==> src/hdl/mfb_pkg.sv <==
// Shared constants for the mel filterbank accumulator.
// No dependencies.
package mfb_pkg;

  localparam int unsigned MaxBins   = 1024;
  localparam int unsigned EdgeW     = 10;
  localparam int unsigned PowerW    = 32;
  localparam int unsigned EnergyW   = 48;
  localparam int unsigned WeightW   = 17;   // Q1.16, up to 1.0
  localparam int unsigned QuotW     = 16;   // weights below 1.0
  localparam int unsigned NumW      = 11;   // 2*(k-l)
  localparam int unsigned DenW      = 20;   // (r-l)*(c-l)
  localparam int unsigned ProdW     = PowerW + WeightW;

  localparam logic [WeightW-1:0] WeightOne   = 17'h10000;
  localparam logic [EnergyW-1:0] EnergyMax   = {EnergyW{1'b1}};
  localparam logic [5:0]         NumFiltRst  = 6'd24;

  localparam logic OpEdge = 1'b0;
  localparam logic OpBin  = 1'b1;

  localparam logic RegNumFilters = 1'b0;

endpackage

==> src/hdl/mfb_edge_mem.sv <==
// Filter edge table: synchronous RAM, one write and one registered read port.
// Depends on mfb_pkg.
module mfb_edge_mem #(
  parameter int unsigned Depth = 34,
  parameter int unsigned AddrW = 6
) (
  input  logic                      clk_i,
  input  logic                      wr_en_i,
  input  logic [AddrW-1:0]          wr_addr_i,
  input  logic [mfb_pkg::EdgeW-1:0] wr_data_i,
  input  logic                      rd_en_i,
  input  logic [AddrW-1:0]          rd_addr_i,
  output logic [mfb_pkg::EdgeW-1:0] rd_data_o
);
  import mfb_pkg::*;

  logic [EdgeW-1:0] mem_q [Depth];
  logic [EdgeW-1:0] rd_q;

  always_ff @(posedge clk_i) begin
    if (wr_en_i) begin
      mem_q[wr_addr_i] <= wr_data_i;
    end
    if (rd_en_i) begin
      rd_q <= mem_q[rd_addr_i];
    end
  end

  assign rd_data_o = rd_q;

endmodule

==> src/hdl/mfb_acc_mem.sv <==
// Accumulator RAM with per-entry valid bits; an invalid entry reads as zero.
// Depends on mfb_pkg.
module mfb_acc_mem #(
  parameter int unsigned Depth = 32,
  parameter int unsigned AddrW = 5
) (
  input  logic                        clk_i,
  input  logic                        rst_ni,
  input  logic                        clr_i,
  input  logic                        wr_en_i,
  input  logic [AddrW-1:0]            wr_addr_i,
  input  logic [mfb_pkg::EnergyW-1:0] wr_data_i,
  input  logic                        rd_en_i,
  input  logic [AddrW-1:0]            rd_addr_i,
  output logic [mfb_pkg::EnergyW-1:0] rd_data_o
);
  import mfb_pkg::*;

  logic [EnergyW-1:0] mem_q [Depth];
  logic [EnergyW-1:0] rd_q;
  logic [Depth-1:0]   vld_q;
  logic               rd_vld_q;

  always_ff @(posedge clk_i) begin
    if (wr_en_i) begin
      mem_q[wr_addr_i] <= wr_data_i;
    end
    if (rd_en_i) begin
      rd_q <= mem_q[rd_addr_i];
    end
  end

  always_ff @(posedge clk_i or negedge rst_ni) begin
    if (!rst_ni) begin
      vld_q    <= '0;
      rd_vld_q <= 1'b0;
    end else begin
      if (clr_i) begin
        vld_q <= '0;
      end else if (wr_en_i) begin
        vld_q[wr_addr_i] <= 1'b1;
      end
      if (rd_en_i) begin
        rd_vld_q <= vld_q[rd_addr_i];
      end
    end
  end

  assign rd_data_o = rd_vld_q ? rd_q : '0;

endmodule

==> src/hdl/mfb_div.sv <==
// Restoring divider for the triangle weight: floor(num * 2^16 / den), num < den.
// One quotient bit per cycle. Depends on mfb_pkg.
module mfb_div (
  input  logic                      clk_i,
  input  logic                      rst_ni,
  input  logic                      start_i,
  input  logic [mfb_pkg::NumW-1:0]  num_i,
  input  logic [mfb_pkg::DenW-1:0]  den_i,
  output logic                      done_o,
  output logic [mfb_pkg::QuotW-1:0] quot_o
);
  import mfb_pkg::*;

  localparam int unsigned CntW = $clog2(QuotW + 1);

  logic [DenW:0]    rem_q;
  logic [DenW-1:0]  den_q;
  logic [QuotW-1:0] quot_q;
  logic [CntW-1:0]  cnt_q;
  logic             busy_q;
  logic [DenW:0]    rem_sh;
  logic             ge;

  assign rem_sh = {rem_q[DenW-1:0], 1'b0};
  assign ge     = rem_sh >= {1'b0, den_q};

  always_ff @(posedge clk_i or negedge rst_ni) begin
    if (!rst_ni) begin
      busy_q <= 1'b0;
      cnt_q  <= '0;
    end else if (start_i) begin
      busy_q <= 1'b1;
      cnt_q  <= CntW'(QuotW);
    end else if (busy_q) begin
      cnt_q <= cnt_q - 1'b1;
      if (cnt_q == CntW'(1)) begin
        busy_q <= 1'b0;
      end
    end
  end

  always_ff @(posedge clk_i) begin
    if (start_i) begin
      rem_q  <= (DenW + 1)'(num_i);
      den_q  <= den_i;
      quot_q <= '0;
    end else if (busy_q) begin
      rem_q  <= ge ? rem_sh - {1'b0, den_q} : rem_sh;
      quot_q <= {quot_q[QuotW-2:0], ge};
    end
  end

  assign done_o = busy_q && (cnt_q == CntW'(1));
  assign quot_o = {quot_q[QuotW-2:0], ge};

endmodule

==> src/hdl/mel_filterbank_accumulator.sv <==
// Mel triangular filterbank accumulator, top level.
// Depends on mfb_pkg, mfb_edge_mem, mfb_acc_mem, mfb_div.
//
// Usage: load filter edges first (operation 0, edge_slot, edge_bin), then
// stream power bins (operation 1, bin_index, power, last_bin). Each filter f
// spans edges f, f+1, f+2 and adds floor(power * weight / 2^16) into its
// accumulator, saturating at 2^48-1. On a bin with last_bin set, one item per
// filter in use is emitted (filter_number, energy, last_filter on the final
// one) and all accumulators are cleared.
// Input: accepted when in_valid_i is high and in_stall_o low. An edge load
// writes the edge RAM and leaves the input open. A bin walks all filters in
// use through the edge RAM, fetching the first edges (S_E0 to S_EVAL), then
// per filter a setup step and, for a covered one, the bit-serial weight
// divide (skipped for a single-bin filter), a multiply and an accumulator
// add; the input stays stalled until the walk ends.
// Output: emission reads one accumulator at a time; a held output item
// stalls the walk until taken. The input side reopens once the final item is
// loaded into the output register.
// Reset: num_filters returns to 24, accumulators read as zero at once (valid
// bits), the edge table holds whatever it held until written.
module mel_filterbank_accumulator #(
  parameter int unsigned MAX_FILTERS = 32
) (
  input  logic        clk_i,
  input  logic        rst_ni,
  // configuration
  input  logic        psel,
  input  logic        penable,
  input  logic        pwrite,
  input  logic [2:0]  paddr,
  input  logic [31:0] pwdata,
  output logic [31:0] prdata,
  output logic        pready,
  // input items
  input  logic        in_valid_i,
  output logic        in_stall_o,
  input  logic        operation_i,
  input  logic [5:0]  edge_slot_i,
  input  logic [9:0]  edge_bin_i,
  input  logic [9:0]  bin_index_i,
  input  logic [31:0] power_i,
  input  logic        last_bin_i,
  // result items
  output logic        out_valid_o,
  input  logic        out_stall_i,
  output logic [4:0]  filter_number_o,
  output logic [47:0] energy_o,
  output logic        last_filter_o
);
  import mfb_pkg::*;

  localparam int unsigned EdgeDepth = MAX_FILTERS + 2;
  localparam int unsigned EAW = $clog2(EdgeDepth);
  localparam int unsigned FW  = (MAX_FILTERS > 1) ? $clog2(MAX_FILTERS) : 1;
  localparam int unsigned NFW = $clog2(MAX_FILTERS + 1);

  typedef enum logic [3:0] {
    S_IDLE, S_E0, S_E1, S_E2, S_EVAL, S_SETUP, S_DIV, S_MUL, S_ADD, S_NEXT,
    S_EMRD, S_EMWR
  } state_e;

  state_e state_q;

  // configuration register
  logic [5:0] num_filters_q;
  logic [NFW-1:0] nf;

  assign pready = 1'b1;
  assign prdata = (paddr[2] == RegNumFilters) ? {26'd0, num_filters_q} : 32'd0;

  always_ff @(posedge clk_i or negedge rst_ni) begin
    if (!rst_ni) begin
      num_filters_q <= NumFiltRst;
    end else if (psel && penable && pwrite && (paddr[2] == RegNumFilters)) begin
      num_filters_q <= pwdata[5:0];
    end
  end

  // clamp to 1..MAX_FILTERS
  always_comb begin
    if (num_filters_q == 6'd0) begin
      nf = NFW'(1);
    end else if (32'(num_filters_q) > 32'(MAX_FILTERS)) begin
      nf = NFW'(MAX_FILTERS);
    end else begin
      nf = NFW'(num_filters_q);
    end
  end

  // working registers
  logic [FW-1:0]      f_q;
  logic [EdgeW-1:0]   l_q, c_q, r_q;
  logic [EdgeW-1:0]   k_q;
  logic [PowerW-1:0]  power_q;
  logic               last_q;
  logic [WeightW-1:0] w_q;
  logic [ProdW-1:0]   prod_q;
  logic               out_valid_q;
  logic [4:0]         fnum_q;
  logic [EnergyW-1:0] energy_q;
  logic               lastf_q;

  logic in_acc;
  logic last_f;
  logic bin_ok;
  assign in_stall_o = (state_q != S_IDLE);
  assign in_acc     = in_valid_i && !in_stall_o;
  assign last_f     = (NFW'(f_q) + NFW'(1)) == nf;
  assign bin_ok     = ({22'd0, bin_index_i} < 32'(MaxBins));

  // edge RAM
  logic             e_wr, e_rd;
  logic [EAW-1:0]   e_waddr, e_raddr;
  logic [EdgeW-1:0] e_rdata;

  assign e_wr    = in_acc && (operation_i == OpEdge) &&
                   ({26'd0, edge_slot_i} < 32'(EdgeDepth));
  assign e_waddr = EAW'(edge_slot_i);

  always_comb begin
    e_rd    = 1'b0;
    e_raddr = '0;
    case (state_q)
      S_E0: begin
        e_rd = 1'b1;
      end
      S_E1: begin
        e_rd    = 1'b1;
        e_raddr = EAW'(1);
      end
      S_E2: begin
        e_rd    = 1'b1;
        e_raddr = EAW'(f_q) + EAW'(2);
      end
      S_NEXT: begin
        e_rd    = 1'b1;
        e_raddr = EAW'(f_q) + EAW'(3);
      end
      default: ;
    endcase
  end

  mfb_edge_mem #(.Depth(EdgeDepth), .AddrW(EAW)) u_edge (
    .clk_i     (clk_i),
    .wr_en_i   (e_wr),
    .wr_addr_i (e_waddr),
    .wr_data_i (edge_bin_i),
    .rd_en_i   (e_rd),
    .rd_addr_i (e_raddr),
    .rd_data_o (e_rdata)
  );

  // accumulator RAM
  logic               a_rd, a_wr, a_clr;
  logic [EnergyW-1:0] a_rdata, a_wdata;
  logic [EnergyW:0]   sum;
  logic               em_load;

  assign sum     = {1'b0, a_rdata} + (EnergyW + 1)'(prod_q[ProdW-1:16]);
  assign a_wdata = sum[EnergyW] ? EnergyMax : sum[EnergyW-1:0];
  assign a_rd    = (state_q == S_MUL) || (state_q == S_EMRD);
  assign a_wr    = (state_q == S_ADD);
  assign em_load = (state_q == S_EMWR) && (!out_valid_q || !out_stall_i);
  assign a_clr   = em_load && last_f;

  mfb_acc_mem #(.Depth(MAX_FILTERS), .AddrW(FW)) u_acc (
    .clk_i     (clk_i),
    .rst_ni    (rst_ni),
    .clr_i     (a_clr),
    .wr_en_i   (a_wr),
    .wr_addr_i (f_q),
    .wr_data_i (a_wdata),
    .rd_en_i   (a_rd),
    .rd_addr_i (f_q),
    .rd_data_o (a_rdata)
  );

  // filter coverage and weight setup
  logic [EdgeW:0]   lo, hi, kx, lx, cx, rx;
  logic             covered, single, rising;
  logic [NumW-1:0]  d_num;
  logic [DenW-1:0]  d_den;
  logic [EdgeW-1:0] span, side;
  logic             d_start, d_done;
  logic [QuotW-1:0] d_quot;

  always_comb begin
    kx      = {1'b0, k_q};
    lx      = {1'b0, l_q};
    cx      = {1'b0, c_q};
    rx      = {1'b0, r_q};
    lo      = lx + 1'b1;
    hi      = (rx >= lx + 2'd2) ? rx - 1'b1 : lo;
    covered = (kx >= lo) && (kx <= hi);
    single  = (hi == lo);
    rising  = (kx <= cx);
    span    = r_q - l_q;
    side    = rising ? c_q - l_q : r_q - c_q;
    d_num   = rising ? {k_q - l_q, 1'b0} : {r_q - k_q, 1'b0};
    d_den   = span * side;
  end

  assign d_start = (state_q == S_SETUP) && covered && !single;

  mfb_div u_div (
    .clk_i   (clk_i),
    .rst_ni  (rst_ni),
    .start_i (d_start),
    .num_i   (d_num),
    .den_i   (d_den),
    .done_o  (d_done),
    .quot_o  (d_quot)
  );

  // sequencer
  always_ff @(posedge clk_i or negedge rst_ni) begin
    if (!rst_ni) begin
      state_q     <= S_IDLE;
      f_q         <= '0;
      out_valid_q <= 1'b0;
      l_q         <= '0;
      c_q         <= '0;
      r_q         <= '0;
      k_q         <= '0;
      power_q     <= '0;
      last_q      <= 1'b0;
      w_q         <= '0;
      prod_q      <= '0;
      fnum_q      <= '0;
      energy_q    <= '0;
      lastf_q     <= 1'b0;
    end else begin
      if (em_load) begin
        out_valid_q <= 1'b1;
        fnum_q      <= 5'(f_q);
        energy_q    <= a_rdata;
        lastf_q     <= last_f;
      end else if (!out_stall_i) begin
        out_valid_q <= 1'b0;
      end

      case (state_q)
        S_IDLE: begin
          if (in_acc && (operation_i == OpBin)) begin
            k_q     <= bin_index_i;
            power_q <= power_i;
            last_q  <= last_bin_i;
            f_q     <= '0;
            if (bin_ok) begin
              state_q <= S_E0;
            end else if (last_bin_i) begin
              state_q <= S_EMRD;
            end
          end
        end
        S_E0: state_q <= S_E1;
        S_E1: begin
          l_q     <= e_rdata;
          state_q <= S_E2;
        end
        S_E2: begin
          c_q     <= e_rdata;
          state_q <= S_EVAL;
        end
        S_EVAL: begin
          r_q     <= e_rdata;
          state_q <= S_SETUP;
        end
        S_SETUP: begin
          if (!covered) begin
            if (last_f) begin
              f_q     <= '0;
              state_q <= last_q ? S_EMRD : S_IDLE;
            end else begin
              state_q <= S_NEXT;
            end
          end else if (single) begin
            w_q     <= WeightOne;
            state_q <= S_MUL;
          end else begin
            state_q <= S_DIV;
          end
        end
        S_DIV: begin
          if (d_done) begin
            w_q     <= WeightW'(d_quot);
            state_q <= S_MUL;
          end
        end
        S_MUL: begin
          prod_q  <= ProdW'(power_q) * ProdW'(w_q);
          state_q <= S_ADD;
        end
        S_ADD: begin
          if (last_f) begin
            f_q     <= '0;
            state_q <= last_q ? S_EMRD : S_IDLE;
          end else begin
            state_q <= S_NEXT;
          end
        end
        S_NEXT: begin
          // slide the edge window by one filter
          l_q     <= c_q;
          c_q     <= r_q;
          f_q     <= f_q + 1'b1;
          state_q <= S_EVAL;
        end
        S_EMRD: state_q <= S_EMWR;
        S_EMWR: begin
          if (em_load) begin
            if (last_f) begin
              f_q     <= '0;
              state_q <= S_IDLE;
            end else begin
              f_q     <= f_q + 1'b1;
              state_q <= S_EMRD;
            end
          end
        end
        default: state_q <= S_IDLE;
      endcase
    end
  end

  assign out_valid_o     = out_valid_q;
  assign filter_number_o = fnum_q;
  assign energy_o        = energy_q;
  assign last_filter_o   = lastf_q;

endmodule

==> config.mk <==
export PLATFORM = sky130hd
export DESIGN_NAME = mel_filterbank_accumulator
export DESIGN_NICKNAME = d
export VERILOG_FILES = /design/src/hdl/mfb_pkg.sv /design/src/hdl/mfb_edge_mem.sv /design/src/hdl/mfb_acc_mem.sv /design/src/hdl/mfb_div.sv /design/src/hdl/mel_filterbank_accumulator.sv
export SDC_FILE = /design/constraint.sdc
export NUM_CORES = 2
export LEC_CHECK = 0
export ABC_CLOCK_PERIOD_IN_PS = 6600
export BUFFER_PORTS_ARGS = -buffer_cell sky130_fd_sc_hd__buf_2
export CORE_ASPECT_RATIO = 1.2
export CORE_UTILIZATION = 57
export CTS_CLUSTER_DIAMETER = 200
export CTS_CLUSTER_SIZE = 28
export DETAILED_ROUTE_END_ITERATION = 10
export PLACE_DENSITY = 0.76
export SLEW_MARGIN = 5
export SYNTH_ARGS = -nofsm -noshare
export SYNTH_HDL_FRONTEND = slang
export SYNTH_HIERARCHICAL = 1
export SYNTH_SLANG_ARGS = --single-unit
==> constraint.sdc <==
create_clock -name clk_i -period 6.6 [get_ports clk_i]
set_clock_uncertainty 0.05 [all_clocks]
set_input_delay 1.32 -clock clk_i [delete_from_list [all_inputs] [get_ports clk_i]]
set_output_delay 1.32 -clock clk_i [all_outputs]
set_load 0.01 [all_outputs]
==> qor.txt <==
Setup CP Type -> flip-flop to flip-flop
Netlist cell types -> 103
Total core area -> 196000 um^2
Max stage delay on crit path -> 0.55 ns
Buffers added on ports -> 135
Setup_tns -> -3.915 ns
Total clock sinks -> 2221
Proportion of synthesized area in mux cells -> 0.1318
Finished Layout Cells -> 10450
Gpl congestion -> 0.9144
Reg2Reg Depth -> 32
CTS tree -> built
Largest family of logic cells by synthesized area -> multiplexers
Arrival @ worst endpoint -> 7.47 ns
First-pass GRT wire length -> 419900 um
Die Width -> 407.3 um
Synth Area in Compound Gates -> 0.04462
Placement Cell Area -> 118800 um^2
Rows -> 178
Critical path peak fanout -> 4
Clk slew on worst S/H paths -> 0.12 ns
CTS H-Tree Depth -> 3
Avg Cell Area, Syn -> 15.17 um^2
Number of synthesized register bits -> 2221
Fmax -> 143.8 MHz
CP Launch Type -> flip-flop
Vias in the first global route -> 66140
Worst r2r src -> c_q[1]$_DFFE_PN0N_
R2R setup slack -> -0.35 ns
Routed len/inst -> 26.77 um
Crit share post-route -> 1.053
Die H -> 488.4 um
Commonest non-fill, non-tap cell in the layout -> edfxtp_1
Share of layout cells above drive strength 1 -> 0.2048
Post-DP HPWL -> 180800 um
Failing checks -> setup timing
Largest net degree at the start of global routing -> 145
CTS root buf -> clkbuf_16
Status -> finished, violations left
Fin. max-slew vios -> 0
Max capacitance violation total -> 0
Actual slew at the worst max-slew pin -> 1.234 ns
Seq/Total Area, Yosys -> 0.5811
Slew margin rel. -> 0.1771
Synth async-reset ratio -> 0.1045
Hold Vio Cnt, Final -> 0
Post-Syn Instances -> 7407
DR vias/cell -> 6.215
Total Wirelength -> 279600 um
Syn-to-layout area delta -> 8.842%
Cell Area, Synth -> 112400 um^2
Final nets -> 8696
Vias post-DR -> 64930
Synth Area in Simple Gates -> 0.06210
Overall global routing resource usage -> 0.2836
Initial antenna violation count -> 10
CP Capture Type -> flip-flop
Crit path max-delay cell type -> fa_1
Final worst slack -> -0.3523 ns
Ys flop type -> edfxtp_1
Fin crit period -> 6.952 ns
Filler instances -> 13850
HP Class -> primary input to asynchronous set/reset pin
Antenna-violating nets left -> 0
Iter 0 DRT Violations -> 6963
Die Area -> 198900 um^2
Hold slack -> 0.4186 ns
Post-route cell area -> 122300 um^2
Adder-cell share of the synthesized area -> 0.1278
CP required -> 7.12 ns
Number of synthesized flops with an enable pin -> 1965
RSZ-0062 raised after global routing -> yes
Clock buffer depth -> 3
Starting Density -> 0.5733
# setup viols final -> 22
Syn. warnings -> 6
Most frequent cells in the layout -> 1965 x edfxtp_1, 707 x inv_1, 648 x nand2_1
Drt drc -> 0
Placed cells -> 10250
# hold bufs at CTS -> 0
Worst R2R End -> u_div/den_q[16]$_DFFE_PP_
Skew-Pair Late Insertion Delay -> 0.82 ns
Total iterations of the first detailed-routing run -> 8
Post-Synth XOR/XNOR Area -> 0.01247
Remaining global-route overflow -> 0
Total I/O pin count -> 191
CTS Buf Count -> 89
==> registers in the layout (all words and copies together), names as in the netlist, 4 cells and up <==
name and flops:
c_q 10, energy_o 48, f_q 5, filter_number_o 5, k_q 10, l_q 10
num_filters_q 6, power_q 32, prod_q 33, r_q 10, state_q 4, u_acc/mem_q 1536
u_acc/rd_q 48, u_acc/vld_q 32, u_div/cnt_q 5, u_div/den_q 20, u_div/quot_q 15, u_div/rem_q 20
u_edge/mem_q 340, u_edge/rd_data_o 10, w_q 17
==> layout make-up <==
cell class / count / area (um^2) / area share
repair buffers: 618 / 4770 / 0.03900
inverters: 714 / 2680 / 0.02191
clock inverters: 9 / 219.0 / 0.001790
multi-input cells: 4112 / 43530 / 0.3559
well taps: 2610 / 3266 / 0.02670
diodes: 4 / 10.01 / 0.00008184
flip-flops and latches: 2221 / 65340 / 0.5342
clock buffers: 159 / 2490 / 0.02036
==> through the flow <==
step,worst slack (ns),utilization
2_1_floorplan,-0.2426,-
3_3_place_gp,-0.4911,0.6061
3_5_place_dp,-0.6794,0.6061
4_1_cts,-0.3125,0.6226
5_1_grt,-0.6260,0.6240
6_report,-0.3523,0.6240
==> routing by layer <==
metal / up-vias / GRT usage / routed length (um)
met2: 3275 / 0.4840 / 140700
met5: - / 0 / 29
met3: 624 / 0.04394 / 25110
li1: 27460 / - / -
met4: 4 / 0.1022 / 11070
met1: 33570 / 0.3709 / 102800
==> cells by family (layout without fill, tap and decap cells) <==
kind of cell | Yosys count | count (layout)
muxes | 857 | 857
adders and majority gates | 838 | 838
DFF | 2221 | 2221
AOI/OAI and AO/OA | 711 | 711
other | 2 | 32
xor gates and xnor gates | 160 | 160
and+or+nand+nor | 1518 | 1518
buffers and inverters | 1100 | 1500
==> critical path: cells and delay by family (launching register included) <==
kind                       cells  cell delay, ns
AOI/OAI and AO/OA             12            1.92
adders and majority gates      7            2.98
buffers and inverters          8            0.68
DFF                            1            0.43
muxes                          1            0.27
and+or+nand+nor                4            0.40
==> worst max-delay path by stage <==
stage / from / endpoint / cells past startpoint / slack (ns)
floorplan: c_q[1]$_DFFE_PN0N_ / u_div/den_q[18]$_DFFE_PP_ / 30 / -0.24
global placement: c_q[1]$_DFFE_PN0N_ / u_div/den_q[19]$_DFFE_PP_ / 26 / -0.49
detailed placement: c_q[1]$_DFFE_PN0N_ / u_div/den_q[19]$_DFFE_PP_ / 26 / -0.68
CTS: c_q[1]$_DFFE_PN0N_ / u_div/den_q[18]$_DFFE_PP_ / 34 / -0.31
global route: c_q[1]$_DFFE_PN0N_ / u_div/den_q[18]$_DFFE_PP_ / 31 / -0.63
finish: c_q[1]$_DFFE_PN0N_ / u_div/den_q[16]$_DFFE_PP_ / 32 / -0.35
==> what timing repair did <==
action                                  CTS  global route
endpoints found under the setup margin   33            56
buffers inserted                         19            11
pin swaps                                38            22
gates resized for setup                  74            50
==> cell usage after synthesis, drive strengths merged (37+ instances only) <==
master / n / area, um^2
a21o: 66 / 496.7
nor2b: 48 / 300.3
and2: 217 / 1358
a21oi: 148 / 755.7
and3: 37 / 231.5
dfrtp: 230 / 5756
inv: 713 / 2676
edfxtp: 1965 / 59010
mux2: 178 / 2004
mux2i: 199 / 1992
nor2: 337 / 1265
mux4: 480 / 10810
nand3: 56 / 280.3
ha: 322 / 4029
buf: 128 / 858.3
xnor2: 105 / 919.6
nand2: 653 / 2451
fa: 516 / 10330
clkbuf: 258 / 969.7
nand2b: 47 / 294.0
a22oi: 44 / 330.3
o21ai: 156 / 799.5
xor2: 55 / 481.7
Power is left out: the tool's default activity adds up to more than one toggle a clock period on the data nets, which glitch-free logic cannot reach.
